### src/rtl/core/cgs_pkg.sv
// ============================================================================
// cgs_pkg
// Shared types, codes and saturating fixed-point helpers for the
// conjugate-gradient solver core.
// ============================================================================
`default_nettype none

package cgs_pkg;

   // Default build values
   localparam int SYSTEM_SIZE_DEF   = 16;
   localparam int FRACTION_BITS_DEF = 16;

   // Register reset values
   localparam logic [15:0] MAX_ITER_RESET  = 16'd100;
   localparam logic [30:0] TOLERANCE_RESET = 31'd66;

   // Input transaction opcodes
   localparam logic [1:0] OP_LOAD_MATRIX = 2'd0;
   localparam logic [1:0] OP_LOAD_RHS    = 2'd1;
   localparam logic [1:0] OP_LOAD_X      = 2'd2;
   localparam logic [1:0] OP_START       = 2'd3;

   // Register indexes
   localparam logic CSR_MAX_ITERATIONS = 1'b0;
   localparam logic CSR_TOLERANCE      = 1'b1;

   // One element of every vector, held in one cell
   typedef struct packed {
      logic signed [31:0] x;
      logic signed [31:0] b;
      logic signed [31:0] r;
      logic signed [31:0] d;
      logic signed [31:0] p;
   } cgs_vec_type;

   // Per-field shift enables along the chain
   typedef struct packed {
      logic x;
      logic b;
      logic r;
      logic d;
      logic p;
   } cgs_shift_type;

   // Clamp a wide value into 32-bit signed range
   function automatic logic signed [31:0] sat32(input logic signed [63:0] v);
      logic signed [31:0] res;
      if (v > 64'sd2147483647) begin
         res = 32'sh7FFFFFFF;
      end else if (v < -64'sd2147483648) begin
         res = 32'sh80000000;
      end else begin
         res = v[31:0];
      end
      return res;
   endfunction

   // Saturating 64-bit signed add
   function automatic logic signed [63:0] add64s(input logic signed [63:0] a,
                                                 input logic signed [63:0] b);
      logic [64:0] s;
      logic signed [63:0] res;
      s = {a[63], a} + {b[63], b};
      if (s[64] != s[63]) begin
         res = s[64] ? 64'sh8000000000000000 : 64'sh7FFFFFFFFFFFFFFF;
      end else begin
         res = s[63:0];
      end
      return res;
   endfunction

   // Saturating 32-bit signed add
   function automatic logic signed [31:0] add32s(input logic signed [31:0] a,
                                                 input logic signed [31:0] b);
      logic signed [63:0] s;
      s = 64'(a) + 64'(b);
      return sat32(s);
   endfunction

   // Saturating 32-bit signed subtract
   function automatic logic signed [31:0] sub32s(input logic signed [31:0] a,
                                                 input logic signed [31:0] b);
      logic signed [63:0] s;
      s = 64'(a) - 64'(b);
      return sat32(s);
   endfunction

   // Drop fraction bits of a wide product with floor rounding, then clamp
   function automatic logic signed [31:0] scale_down(input logic signed [63:0] v,
                                                     input int unsigned fbits);
      logic signed [63:0] s;
      s = v >>> fbits;
      return sat32(s);
   endfunction

endpackage

`default_nettype wire

### src/rtl/core/cgs_cell.sv
// ============================================================================
// cgs_cell
// One link of the vector chain: holds element i of x, b, r, d and p and
// takes its neighbor's fields when the matching shift enable is set.
// ============================================================================
`default_nettype none

module cgs_cell (
   input  wire logic                   clock,
   input  wire cgs_pkg::cgs_shift_type shift,
   input  wire cgs_pkg::cgs_vec_type   nbr,
   input  wire logic                   ld_x,
   input  wire logic                   ld_b,
   input  wire logic signed [31:0]     ld_value,
   output cgs_pkg::cgs_vec_type        q
);

   cgs_pkg::cgs_vec_type vec_ff;
   cgs_pkg::cgs_vec_type vec_in;

   // Shift from neighbor or load from the host
   always_comb begin
      vec_in = vec_ff;
      if (shift.x) begin
         vec_in.x = nbr.x;
      end else if (ld_x) begin
         vec_in.x = ld_value;
      end
      if (shift.b) begin
         vec_in.b = nbr.b;
      end else if (ld_b) begin
         vec_in.b = ld_value;
      end
      if (shift.r) begin
         vec_in.r = nbr.r;
      end
      if (shift.d) begin
         vec_in.d = nbr.d;
      end
      if (shift.p) begin
         vec_in.p = nbr.p;
      end
   end

   always_ff @(posedge clock) begin
      vec_ff <= vec_in;
   end

   assign q = vec_ff;

endmodule

`default_nettype wire

### config.mk
export PLATFORM = sky130hd
export DESIGN_NAME = cgs_cell
export DESIGN_NICKNAME = d
export VERILOG_FILES = /design/src/rtl/core/cgs_pkg.sv /design/src/rtl/core/cgs_cell.sv
export SDC_FILE = /design/constraint.sdc
export NUM_CORES = 1
export LEC_CHECK = 0
export ABC_AREA = 0
export BUFFER_PORTS_ARGS = -buffer_cell sky130_fd_sc_hd__clkbuf_2
export CAP_MARGIN = 20
export CORE_AREA = 3 3 140 142
export DETAILED_ROUTE_END_ITERATION = 16
export DIE_AREA = 0 0 143 145
export PLACE_DENSITY = 0.61
export SETUP_SLACK_MARGIN = 0.1
export SYNTH_ARGS = -nofsm -noshare
export SYNTH_HDL_FRONTEND = slang
export SYNTH_SLANG_ARGS = --single-unit
### constraint.sdc
create_clock -name clock -period 2.3 [get_ports clock]
set_input_delay 0.46 -clock clock [delete_from_list [all_inputs] [get_ports clock]]
set_output_delay 0.46 -clock clock [all_outputs]
set_load 0.02 [all_outputs]
==> results.toml <==
[layout]
area_growth_pct = 42.94
design_area_um2 = 8431
largest_reg_flops = 160
layout_commonest_cell = "clkbuf_2"
instances_no_fill = 854
nFillCells = 1663
final_cell_mix = "359 x clkbuf_2, 160 x edfxtp_1, 58 x mux2_4, 17 x clkbuf_16"
antennaDiodeCount = 0
drive_above_1_share_pct = 73.87
final_nets = 808

[timing]
hold_viol = 0
fmax_mhz = 693.8
relSlewSlack_pct = 43.42
tightest_slew_ps = 848.8
finalCriticalPeriod_ps = 1441
setup_viol = 0
grt_setup_unrepaired = "false"
finalCritPeriodShare_pct = 62.67
final_max_slew_viol_count = 0
setup_ws_ps = 858.6
setup_tns_ps = 0

[global_routing]
grt-ovfl-total = 0
grt_pass1_vias = 3929
antenna_found_initial = 0
gr-max-usage-layer = "met2"
track_usage_pct = 14.02
use_met1_pct = 14.85
grt_pass1_wl_mm = 21.90
grtUsageMet3_pct = 6.295
use_met2_pct = 24.55
grt_max_degree = 33

[worst_setup_path]
critical_path_class = "flip-flop to primary output"
max_stage_delay_ps = 390
crit_fanout = 1
cp_data_required_time_ps = 1840
path_delay_family = "flip-flops"
path_buf_inv = 1
end_kind = "primary output"
slowest_stage = "edfxtp_1"
start_kind = "flip-flop"
critPathArrivalTime_ps = 980
worstPathCellList = "clkbuf_2"

[drt]
firstDrtPassIters = 4
drtIter0Drc = 103
drt_wl_total_mm = 15.03
via_count = 3659
viasPerCell = 4.285
ant_nets = 0
drc_errors = 0
post_drt_wl_per_cell_um = 17.60

[placement]
place_congestion = 0.7577
placedCellCount = 823
dpl.hpwl_mm = 11.74
dpl_cell_area_um2 = 7875
port_buffers = 359
place_ws_ps = 561.0

[job]
maxCapViolCount = 0

[power]
max-vdd-ir-drop_uv = 434.4
p_leak_nw = 3.872
power_density_nw_per_um2 = 865.2

[clock_tree]
cts.path.max_buffers = 2
clkSinkCount = 160
post_cts_buffers = 0
path_clk_slew_ps = 70
cts_tree = "yes"
cts_resized = 0
htreeDepth = 4
hold_buffers = 0
cts_buffers = 17
cts_root_buffer = "clkbuf_16"

[floorplanning]
core_area_um2 = 18580
start_util_pct = 31.74
placementRows = 50
io_pins = 360
chipHeight_um = 145
die_w_um = 143
die_area_um2 = 20740

[hold_path]
hold_path.class = "primary input to flip-flop"

[yosys]
syn_avg_cell_area_um2 = 25.21
yosysWarnings = 0
synth_cell_type_count = 6
syn_inst = 234
syn_nets = 434
yosysSeqAreaShare_pct = 81.46
synth_seq_cells = 160
syn_area_um2 = 5898

[outcome]
outcome = "complete, no violations"
==> cell usage after synthesis <==
| master | n | area share, % |
|---|---|---|
| edfxtp_1 | 160 | 81 |
| mux2_4 | 58 | 15 |
| buf_12 | 6 | 2.0 |
| mux2_2 | 6 | 1.1 |
| buf_6 | 2 | 0.38 |
| or2_1 | 2 | 0.21 |
==> final cells by class <==
| type | instances | area (µm²) | share of cell area, % |
|---|---|---|---|
| clock buffers | 17 | 425.4 | 5.046 |
| clock inverters | 14 | 130.1 | 1.543 |
| multi-input cells | 66 | 950.9 | 11.28 |
| flip-flops and latches | 160 | 4805 | 56.99 |
| well taps | 234 | 292.8 | 3.473 |
| repair buffers | 363 | 1827 | 21.67 |
==> power by group <==
part | internal, mW | switching, mW | total, mW | leakage, nW
Combinational | 0.413 | 0.624 | 1.04 | 2.01
Sequential | 3.51 | 0.0716 | 3.59 | 1.59
Clock | 1.50 | 1.17 | 2.67 | 0.267
Total | 5.43 | 1.86 | 7.29 | 3.87
==> kinds of logic after synthesis <==
kind of cell	synth area share, %
AND/OR/NAND/NOR	0.2121
multiplexers	15.91
flip-flops	81.46
buffers and inverters	2.418
==> worst paths after layout <==
check	cells after the start	to	slack, ps	startpoint
min	1	q[42]	220	nbr[42]
max	1	q[108]	860	q[108]
==> through the flow <==
stage / hold slack, ps / power [mW] / util (%)
2_1_floorplan: 558.9 / 4.205 / -
3_3_place_gp: 638.4 / 4.678 / 42.38
3_5_place_dp: 638.6 / 4.701 / 42.38
4_1_cts: 190.7 / 7.397 / 45.37
5_1_grt: 183.9 / 7.608 / 45.37
6_report: 219.4 / 7.294 / 45.37
==> routing by layer <==
layer  routed length [µm]  share of wire (%)  vias up
met5                    0                  0        -
met4                  277                1.8        0
li1                     -                  -     1684
met2                 7770                 52      219
met3                 1531                 10       19
met1                 5453                 36     1737
No activity file was read; power rests on OpenSTA's default activity.
