$ cat src/rtl/core/cgs_divider.sv
// ============================================================================
// cgs_divider
// Bit-serial restoring divider: num * 2^F / den, truncated toward zero and
// clamped to 32 bits; a zero divisor gives zero.
// ============================================================================
`default_nettype none

module cgs_divider #(
   parameter int FRACTION_BITS = 16
) (
   input  wire logic               clock,
   input  wire logic               reset,
   input  wire logic               start,
   input  wire logic signed [63:0] num,
   input  wire logic signed [63:0] den,
   output logic                    done,
   output logic signed [31:0]      quotient
);

   localparam int DW = 64 + FRACTION_BITS;
   localparam int CW = $clog2(DW + 1);

   logic          busy_ff, busy_in;
   logic          fin_ff, fin_in;
   logic          done_ff;
   logic [CW-1:0] cnt_ff;
   logic          neg_ff;
   logic          zero_ff;
   logic          ovf_ff;
   logic [63:0]   den_ff;
   logic [DW-1:0] sh_ff;
   logic [63:0]   rem_ff;
   logic [32:0]   q_ff;
   logic signed [31:0] res_ff;

   logic [63:0]   num_mag;
   logic [63:0]   den_mag;
   logic [64:0]   rem_sh;
   logic [64:0]   rem_diff;
   logic          ge;
   logic [63:0]   rem_nx;
   logic [32:0]   limit;
   logic          sat;
   logic signed [31:0] res;
   logic          last_bit;

   // Magnitudes and one restoring step
   always_comb begin
      num_mag  = num[63] ? (64'd0 - num) : num;
      den_mag  = den[63] ? (64'd0 - den) : den;
      rem_sh   = {rem_ff, sh_ff[DW-1]};
      rem_diff = rem_sh - {1'b0, den_ff};
      ge       = (rem_sh >= {1'b0, den_ff});
      rem_nx   = ge ? rem_diff[63:0] : rem_sh[63:0];
      limit    = neg_ff ? 33'h080000000 : 33'h07FFFFFFF;
      sat      = ovf_ff || (q_ff > limit);
      if (zero_ff) begin
         res = '0;
      end else if (sat) begin
         res = neg_ff ? 32'sh80000000 : 32'sh7FFFFFFF;
      end else if (neg_ff) begin
         res = 32'sd0 - $signed(q_ff[31:0]);
      end else begin
         res = $signed(q_ff[31:0]);
      end
      last_bit = (cnt_ff == CW'(1));
      busy_in  = busy_ff;
      fin_in   = 1'b0;
      if (start) begin
         busy_in = (den != 64'sd0);
         fin_in  = (den == 64'sd0);
      end else if (busy_ff && last_bit) begin
         busy_in = 1'b0;
         fin_in  = 1'b1;
      end
   end

   // Control
   always_ff @(posedge clock) begin
      if (reset) begin
         busy_ff <= 1'b0;
         fin_ff  <= 1'b0;
         done_ff <= 1'b0;
      end else begin
         busy_ff <= busy_in;
         fin_ff  <= fin_in;
         done_ff <= fin_ff;
      end
   end

   // Datapath
   always_ff @(posedge clock) begin
      if (start) begin
         neg_ff  <= num[63] ^ den[63];
         zero_ff <= (den == 64'sd0);
         den_ff  <= den_mag;
         sh_ff   <= {num_mag, {FRACTION_BITS{1'b0}}};
         rem_ff  <= '0;
         q_ff    <= '0;
         ovf_ff  <= 1'b0;
         cnt_ff  <= CW'(DW);
      end else if (busy_ff) begin
         sh_ff  <= {sh_ff[DW-2:0], 1'b0};
         rem_ff <= rem_nx;
         q_ff   <= {q_ff[31:0], ge};
         ovf_ff <= ovf_ff | q_ff[32];
         cnt_ff <= cnt_ff - CW'(1);
      end
      if (fin_ff) begin
         res_ff <= res;
      end
   end

   assign done     = done_ff;
   assign quotient = res_ff;

endmodule

`default_nettype wire

$ cat config.mk
export PLATFORM = sky130hd
export DESIGN_NAME = cgs_divider
export DESIGN_NICKNAME = d
export VERILOG_FILES = /design/src/rtl/core/cgs_divider.sv
export SDC_FILE = /design/constraint.sdc
export NUM_CORES = 1
export LEC_CHECK = 0
export BUFFER_PORTS_ARGS = -buffer_cell sky130_fd_sc_hd__buf_2
export CAP_MARGIN = 20
export CORE_ASPECT_RATIO = 0.8
export CORE_MARGIN = 2
export CORE_UTILIZATION = 44
export CTS_BUF_LIST = sky130_fd_sc_hd__clkbuf_4 sky130_fd_sc_hd__clkbuf_8
export CTS_CLUSTER_DIAMETER = 100
export DETAILED_ROUTE_END_ITERATION = 16
export GPL_TIMING_DRIVEN = 0
export HOLD_SLACK_MARGIN = 0.02
export SLEW_MARGIN = 15
export SYNTH_ARGS = -nofsm -noshare
export SYNTH_HDL_FRONTEND = slang
export SYNTH_SLANG_ARGS = --single-unit
$ cat constraint.sdc
create_clock -name clock -period 5 [get_ports clock]
set_input_delay 1.25 -clock clock [delete_from_list [all_inputs] [get_ports clock]]
set_output_delay 1.25 -clock clock [all_outputs]
set_load 0.02 [all_outputs]
==> impl_metrics.tcl, run 1 <==
set metrics [dict create \
    path_max_fanout 10 \
    ys_seq_area_share_pct 37.3 \
    crit_family "compound AO/OA/AOI/OAI gates" \
    switching_share_pct 32.1 \
    cts_buffer_depth 3 \
    top_layer "met5" \
    antenna_found_initial 6 \
    clkLatencyLatePin_ps 640 \
    synth_top_flop_cell "edfxtp_1" \
    fmax_mhz 208 \
    grt_max_degree 65 \
    post-route-drc-count 0 \
    std_cell_rows 67 \
    hold_class "register to register" \
    die_area_um2 44500 \
    synth-edff-count 162 \
    crit_top_cell "clkbuf_1" \
    p_sw_mw 2.09 \
    cts_tree "built" \
    routed_via_density 5.99 \
    cts_num_sinks 270 \
    place_area_um2 20400 \
    outcome "finished clean" \
    drt-initial-drc-count 2033 \
    io_pins 164 \
    critPathKind "register to register" \
    gp_congestion 0.961 \
    hold_viol_final 0 \
    syn_nets 2427 \
    max_stage_delay_ps 560 \
    synth_top_area_share_pct 25.8 \
    route.met2.wl_um 24600 \
    grt_pass1_wl_um 95600 \
    met1Wirelength_um 29900 \
    ir_drop_mv 0.199 \
    dpl.hpwl_um 46900 \
    grt_use_total_pct 27.2 \
    wl_met3_um 5840 \
    nets 2641 \
    avgSynthCellArea_um2 8.58 \
    routed_wirelength_um 61500 \
    synth_cell_types 71 \
    die_x_um 235 \
    clock-skew-final_ps 22.8 \
    cp_num_buf_inv 5 \
    fin_crit_sh_pct 96.3 \
    first_pass_iters 5 \
    async_flop_share_pct 0 \
    core_um2 42100 \
    syn_inst 2194 \
    clk_pin_slew_ps 60 \
    drv_slew 0 \
    cts_made_buffers 47 \
    ys_ff_latch 270 \
    drv_cap 0 \
    p_leak_nw 8.57 \
    synth_area_leaders "edfxtp_1 (26%), dfxtp_1 (11%), ha_1 (6.7%)" \
    timing.hold.ws_ps 502 \
    max-slew-margin-rel_pct 28.7 \
    power_frac_clock_pct 35.9 \
    combPwrFrac_pct 23.8 \
    setup_viol 0 \
    cts-htree-levels 2 \
    vias 18000 \
    internal_power_mw 4.42 \
    cp-start-kind "register" \
    tightestPinTransition_ps 1060 \
    finalCriticalPeriod_ps 4820 \
    power_density_nw_per_um2 303 \
    grt_setup_unrepaired "no" \
    arrival_ps 5350 \
    slowest_stage "a21oi_1" \
    yosysTopAreaCell "edfxtp_1" \
    syn2layout_area_growth_pct 14.1 \
    fillers 4079 \
    syn_area_um2 18800 \
    critPathCaptureType "register" \
    start_util_pct 44.7 \
    crit_required_ps 5530 \
    cts_root_buffer "clkbuf_8" \
    final_cell_area_um2 21500 \
    dp_slack_ps -909 \
    overflow 0 \
    pwr-share-seq_pct 40.3 \
    wl_per_cell_um 20.5 \
    crit_chain "inv_1 > ha_1 > clkbuf_1 > nand4_1 > nor4_1 > inv_1 > o2111ai_1 > o211a_1 > o2111ai_1 > a21oi_1 > clkbuf_1 > nor2_1 > clkbuf_1 > o31ai_1" \
    die_y_um 189 \
    grt_pass1_vias 17000 \
    io_buffer_count 162 \
    drive_gt1_share_pct 11.7 \
    yosys_warnings 0 \
    ant_nets 0 \
    setup_slack_ps 184 \
]
## metrics by stage
stage | power, mW | std cells | utilization [%] | TNS, ps
floorplan | 3.67 | 2194 | - | 0
CTS | 6.52 | 2999 | 51.0 | 0
detailed placement | 4.17 | 2911 | 48.5 | -5460
global placement | 4.14 | 2908 | 48.3 | -41910
global route | 6.84 | 3001 | 51.1 | 0
finish | 6.51 | 3001 | 51.1 | 0
## cell type report
type	count	area (um2)	share of cell area, %
Multi-Input combinational cell	1686	10900	50.9
Sequential cell	270	7030	32.7
Timing Repair Buffer	165	876	4.08
Clock buffer	61	777	3.62
Tap cell	552	691	3.21
Buffer	133	505	2.35
Inverter	105	397	1.85
Clock inverter	27	282	1.31
Antenna cell	2	5.00	0.0233
## per-layer routing
layer | up-vias | track usage (%)
met5 | - | 0
met4 | 8 | 5.81
met3 | 79 | 7.77
met2 | 732 | 38.3
met1 | 8550 | 40.8
li1 | 8597 | -
## flip-flops by register name, indices dropped and copies added (netlist names)
signal	cells
den_ff	64
rem_ff	64
sh_ff	64
q_ff	33
quotient	32
cnt_ff	7
busy_ff	1
done	1
fin_ff	1
neg_ff	1
ovf_ff	1
zero_ff	1
## power groups by stage
stage          registers (mW)  logic, mW  clock network (mW)
6_report                 2.62       1.55                2.34
3_3_place_gp             2.67       1.47                   0
2_1_floorplan            2.64       1.03                   0
5_1_grt                  2.64       1.70                2.49
3_5_place_dp             2.67       1.50                   0
4_1_cts                  2.62       1.51                2.39
## cells in the mapped netlist, types with 12 or more instances
cell,n
buf_1,12
edfxtp_1,162
o211ai_1,15
a311oi_1,46
o21ai_0,151
xor2_1,85
inv_1,105
o41ai_1,21
nor2_1,241
and2_1,13
a31oi_1,43
nand2b_1,15
ha_1,101
o31ai_1,46
a211oi_1,18
a21oi_1,161
or3_1,24
dfxtp_1,108
xnor2_1,91
clkbuf_1,120
and3_1,23
or4_1,22
nor3_1,49
nand3_1,69
mux2i_1,35
nand2_1,158
a21o_1,50
nand4_1,43
nor4_1,23
## layout by cell type (no fill, tap or decap), types with 7 or more instances in the layout
cell      synthesis  layout
nand3b_1          8       8
a311oi_1         46      46
a21o_1           50      50
o211ai_1         15      15
o41ai_1          21      21
mux2i_1          35      35
or2_2            11      11
or3_1            24      24
clkbuf_8          0      51
clkinv_1          0       8
nor4_1           23      23
xor2_1           85      85
nand4_1          43      43
buf_2             1     162
ha_1            101     101
nor2b_1          11      11
o21a_1           10      10
nand2_1         158     158
and2_1           13      13
a21oi_1         161     160
or4_1            22      22
a31oi_1          43      43
clkinv_2          0      11
inv_1           105     104
nand3_1          69      69
clkbuf_1        120     116
a211oi_1         18      17
xnor2_1          91      91
dfxtp_1         108     107
and3_1           23      23
nor2_1          241     241
o21ai_0         151     150
nor3_1           49      48
buf_1            12      12
clkbuf_4          0      10
nand2b_1         15      15
edfxtp_1        162     162
o31ai_1          46      46
o21bai_1          7       7
## tightest hold or removal path, cell delays in order (launching register included)
cell,delay [ps]
dfxtp_1,330
nor2_1,90
a211oi_1,40
## path summary, 6_finish.rpt
path / startpoint / endpoint / slack, ps / cells past startpoint
setup / recovery: den_ff[21] / rem_ff[59] / 180 / 14
hold / removal: cnt_ff[1] / cnt_ff[1] / 500 / 2
setup reg to reg: den_ff[21] / rem_ff[59] / 180 / 14
hold reg to reg: cnt_ff[1] / cnt_ff[1] / 500 / 2
## logic make-up (layout without fill, tap and decap cells)
kind of cell / count (synthesis) / after routing / synth area share [%]
compound gates: 632 / 632 / 21.8
xor+xnor: 176 / 176 / 8.19
fa+ha+maj: 102 / 102 / 6.82
buf+inv: 238 / 491 / 4.75
flops: 270 / 270 / 37.3
mux: 39 / 39 / 2.10
other cells: 0 / 2 / 0
simple gates: 737 / 737 / 19.0
## timing repair
item / CTS / global route
setup endpoints to repair: 9 / 54
setup buffers: 0 / 0
hold buffers: 0 / 0
resized for setup: 2 / 11
Power figures use the tool's default switching activity.
==> run 2, diff against run 1 <==
==> constraint.sdc (replaced) <==
create_clock -name clock -period 5.9 [get_ports clock]
set_input_delay 1.475 -clock clock [delete_from_list [all_inputs] [get_ports clock]]
set_output_delay 1.475 -clock clock [all_outputs]
set_load 0.02 [all_outputs]
==> impl_metrics.tcl, run 2 (synthesis results as in run 1) <==
set metrics [dict create \
    outcome "finished clean" \
    overflow 0 \
    nets 2641 \
    setup_viol 0 \
    std_cell_rows 67 \
    drv_cap 0 \
    post-route-util_pct 51.0 \
    dpl.hpwl_um 46900 \
    finalCriticalPeriod_ps 5740 \
    syn2layout_area_growth_pct 14.0 \
    largest_registers "den_ff x64, rem_ff x64, sh_ff x64" \
    cp_num_buf_inv 1 \
    reg2reg_depth 15 \
    tightestPinTransition_ps 1190 \
    cts_num_sinks 270 \
    whs_endpoint "cnt_ff[1]" \
    place_area_um2 20400 \
    r2r-end "quotient[25]" \
    cts-htree-levels 2 \
    rrSetupSlack_ps 780 \
    crit_chain "buf_2 > or4_1 > or4_4 > or4_2 > or4_1 > nor3_1 > nand3_1 > nor3b_1 > a21oi_1 > nor2_1" \
    max-slew-margin-rel_pct 19.6 \
    min_from "cnt_ff[1]" \
    grt_pass1_wl_um 95600 \
    wl_per_cell_um 20.5 \
    timing.rr.start "neg_ff" \
    holdBufCountCts 0 \
    crit_top_cell "or4_1" \
    die_x_um 235 \
    grt_pass1_vias 17000 \
    cp.depth 10 \
    first_pass_iters 5 \
    fillers 4082 \
    gp_congestion 0.961 \
    final_cell_mix "nor2_1 (241), buf_2 (162), edfxtp_1 (162)" \
    die_y_um 189 \
    vias 17900 \
    cts_root_buffer "clkbuf_8" \
    seqCellArea_um2 7030 \
    fin_crit_sh_pct 97.2 \
    final_common_cell "nor2_1" \
    io_pins 164 \
    postCtsSetupBuffers 0 \
    crit_required_ps 6460 \
    antenna_found_initial 6 \
    drive_gt1_share_pct 11.4 \
    fmax_mhz 174 \
    io_buffer_count 162 \
    holdPathStages 2 \
    clk_pin_slew_ps 70 \
    drt-initial-drc-count 2085 \
    grt_use_total_pct 27.2 \
    cts_buffer_depth 3 \
    core_um2 42100 \
    drv_slew 0 \
    setup_slack_ps 164 \
    dp_slack_ps -234 \
    ant_nets 0 \
    hold_class "register to register" \
    p_total_mw 5.51 \
    routed_wirelength_um 61400 \
    clock-skew-final_ps 25.1 \
    die_area_um2 44500 \
    critPathCaptureType "register" \
    slowest_stage "nor3b_1" \
    crit_family "simple AND/OR/NAND/NOR gates" \
    grt_setup_unrepaired "no" \
    start_util_pct 44.7 \
    arrival_ps 6300 \
    cts_made_buffers 47 \
    critPathKind "input port to register" \
    ir_drop_mv 0.168 \
    power_density_nw_per_um2 257 \
    multi_input_area_um2 10900 \
    cts_tree "built" \
    final_cell_area_um2 21500 \
    hold_viol_final 0 \
    clkLatencyLatePin_ps 640 \
    max_stage_delay_ps 900 \
    p_leak_nw 8.55 \
    path_max_fanout 5 \
    routed_via_density 5.98 \
    cts_resized 0 \
    grt_max_degree 65 \
    post-route-drc-count 0 \
    cp-start-kind "input port" \
]
==> run 2: cell counts in the layout (fill, tap and decap cells not counted) <==
No cell type changed its count.
==> run 2: where the power goes <==
group	total, mW	leakage (nW)	internal (mW)	switching, mW
logic	1.31	5.55	0.460	0.849
registers	2.22	2.45	2.16	0.0655
clock network	1.98	0.558	1.13	0.854
==> run 2: metal layers <==
metal  GRT usage, %  share of wire (%)  up-vias
li1               -                  -     8591
met1           40.8                 48     8511
met2           38.3                 40      744
met3           7.77                9.9       83
met4           5.81                1.8        8
met5              0              0.085        -
==> run 2: area by class of cell <==
type	instances	share of cell area [%]
Multi-Input combinational cell	1686	50.8
Antenna cell	2	0.0233
Clock inverter	27	1.31
Tap cell	552	3.22
Timing Repair Buffer	165	4.08
Buffer	133	2.33
Sequential cell	270	32.7
Inverter	105	1.85
Clock buffer	61	3.62
==> run 2: through the flow <==
stage / setup TNS (ps) / hold WS (ps) / cells
floorplan: 0 / 451 / 2194
global placement: -695 / 471 / 2908
CTS: 0 / 501 / 2999
finish: 0 / 499 / 3001
global route: 0 / 525 / 3001
detailed placement: -679 / 494 / 2911
==> run 2: how the worst max path moves through the flow <==
stage / startpoint / to / slack [ps]
2_1_floorplan: den[13] / den_ff[59] / 930
3_3_place_gp: den[23] / fin_ff / -240
3_5_place_dp: den[21] / fin_ff / -230
4_1_cts: den[21] / fin_ff / 420
5_1_grt: den[21] / fin_ff / 130
6_report: den[21] / fin_ff / 160
==> run 2: tightest hold or removal path, delay by kind of cell, from the launching register on <==
family / cells / cell delay [ps]
flip-flops: 1 / 330
AND/OR/NAND/NOR: 1 / 80
AO/OA/AOI/OAI: 1 / 40
==> run 3, diff against run 2 <==
--- a/config.mk
+++ b/config.mk
@@ -8,7 +8,6 @@
 export BUFFER_PORTS_ARGS = -buffer_cell sky130_fd_sc_hd__buf_2
 export CAP_MARGIN = 20
 export CORE_ASPECT_RATIO = 0.8
-export CORE_MARGIN = 2
 export CORE_UTILIZATION = 44
 export CTS_BUF_LIST = sky130_fd_sc_hd__clkbuf_4 sky130_fd_sc_hd__clkbuf_8
 export CTS_CLUSTER_DIAMETER = 100
==> impl_metrics.tcl, run 3 (synthesis results as in run 1) <==
set metrics [dict create \
    die_y_um 187 \
    cts_tree "built" \
    cts_resized 0 \
    wl_per_cell_um 20.3 \
    routed_wirelength_um 60900 \
    hold_class "register to register" \
    ant_nets 0 \
    drt-initial-drc-count 1709 \
    critPathCaptureType "register" \
    fin_cells 3001 \
    p_total_mw 5.42 \
    grt_setup_unrepaired "no" \
    final_cell_area_um2 21400 \
    clock-skew-final_ps 50.6 \
    setup_slack_ps 316 \
    grtUsageMet3_pct 5.32 \
    cts_num_sinks 270 \
    overflow 0 \
    post-route-util_pct 51.0 \
    power_density_nw_per_um2 253 \
    cts_root_buffer "clkbuf_8" \
    cts_made_buffers 47 \
    use_met1_pct 43.0 \
    cp-start-kind "input port" \
    std_cell_rows 67 \
    use_met2_pct 37.8 \
    crit_chain "buf_2 > or4_1 > or4_4 > or4_2 > or4_1 > nor3_1 > nand3_1 > nor3b_1 > a21oi_1 > nor2_1" \
    fillers 4053 \
    final_common_cell "nor2_1" \
    die_x_um 233 \
    clkLatencyLatePin_ps 650 \
    postCtsSetupBuffers 0 \
    drv_slew 0 \
    drive_gt1_share_pct 11.5 \
    largest_registers "den_ff x64, rem_ff x64, sh_ff x64" \
    fmax_mhz 179 \
    slowest_stage "or4_2" \
    tightestPinTransition_ps 1070 \
    io_pins 164 \
    grt_max_degree 65 \
    place_area_um2 20400 \
    clk_pin_slew_ps 60 \
    crit_family "simple AND/OR/NAND/NOR gates" \
    max_stage_delay_ps 810 \
    ir_drop_mv 0.158 \
    final_cell_mix "nor2_1 (241), buf_2 (162), edfxtp_1 (162)" \
    nets 2641 \
    outcome "finished clean" \
    max-slew-margin-rel_pct 27.7 \
    first_pass_iters 6 \
    grt_pass1_wl_um 94100 \
    crit_top_cell "or4_1" \
    io_buffer_count 162 \
    cp.depth 10 \
    drv_cap 0 \
    gp_congestion 0.999 \
    arrival_ps 6150 \
    p_leak_nw 8.55 \
    routed_via_density 5.97 \
    grt_pass1_vias 16700 \
    vias 17900 \
    holdPathStages 2 \
    dpl.hpwl_um 46400 \
    finalCriticalPeriod_ps 5580 \
    timing.hold.ws_ps 487 \
    start_util_pct 44.8 \
    path_max_fanout 5 \
    crit_required_ps 6460 \
    antenna_found_initial 5 \
    top_usage_layer "met1" \
    place_inst 2911 \
    holdBufCountCts 0 \
    core_um2 42000 \
    die_area_um2 43600 \
    hold_viol_final 0 \
    syn2layout_area_growth_pct 13.9 \
    fin_crit_sh_pct 94.7 \
    cts-htree-levels 2 \
    reg2reg_depth 14 \
    dp_slack_ps -282 \
    critPathKind "input port to register" \
    cp_num_buf_inv 1 \
    post-route-drc-count 0 \
    setup_viol 0 \
    cts_buffer_depth 3 \
    grt_use_total_pct 27.6 \
    tns_ps 0 \
]
-- run 3: cell types whose count changed in the layout (fill, tap and decap cells not counted), sizes merged --
cell | before | now
clkinv | 19 | 6
clkinvlp | 1 | 0
clkbuf | 181 | 200
bufinv | 6 | 1
-- run 3: final timing paths --
kind | from | endpoint | slack [ps]
setup / recovery | den[21] | fin_ff | 320
hold reg to reg | rem_ff[20] | rem_ff[20] | 490
hold / removal | rem_ff[20] | rem_ff[20] | 490
setup reg to reg | den_ff[21] | rem_ff[41] | 890
-- run 3: metal layers --
metal | routed length (um) | up-vias
met5 | 49 | -
met3 | 5130 | 90
met1 | 30100 | 8570
met2 | 24200 | 689
li1 | - | 8571
met4 | 1320 | 6
-- run 3: tightest hold or removal path: stages (launching register included) --
cell and delay [ps]:
dfxtp_1 330, nand2_1 60, o31ai_1 50
-- run 3: power by group --
| group | internal (mW) | switching [mW] |
|---|---|---|
| sequential | 2.16 | 0.0655 |
| combinational | 0.460 | 0.845 |
| clock | 1.08 | 0.817 |
-- run 3: layout make-up --
type                            count  area, um2  area share, %
Sequential cell                   270       7030           32.8
Tap cell                          552        691           3.22
Antenna cell                        2       5.00         0.0233
Clock inverter                      8       66.3          0.309
Timing Repair Buffer              165        876           4.09
Clock buffer                       80        970           4.52
Buffer                            133        500           2.33
Multi-Input combinational cell   1686      10900           50.9
Inverter                          105        397           1.85
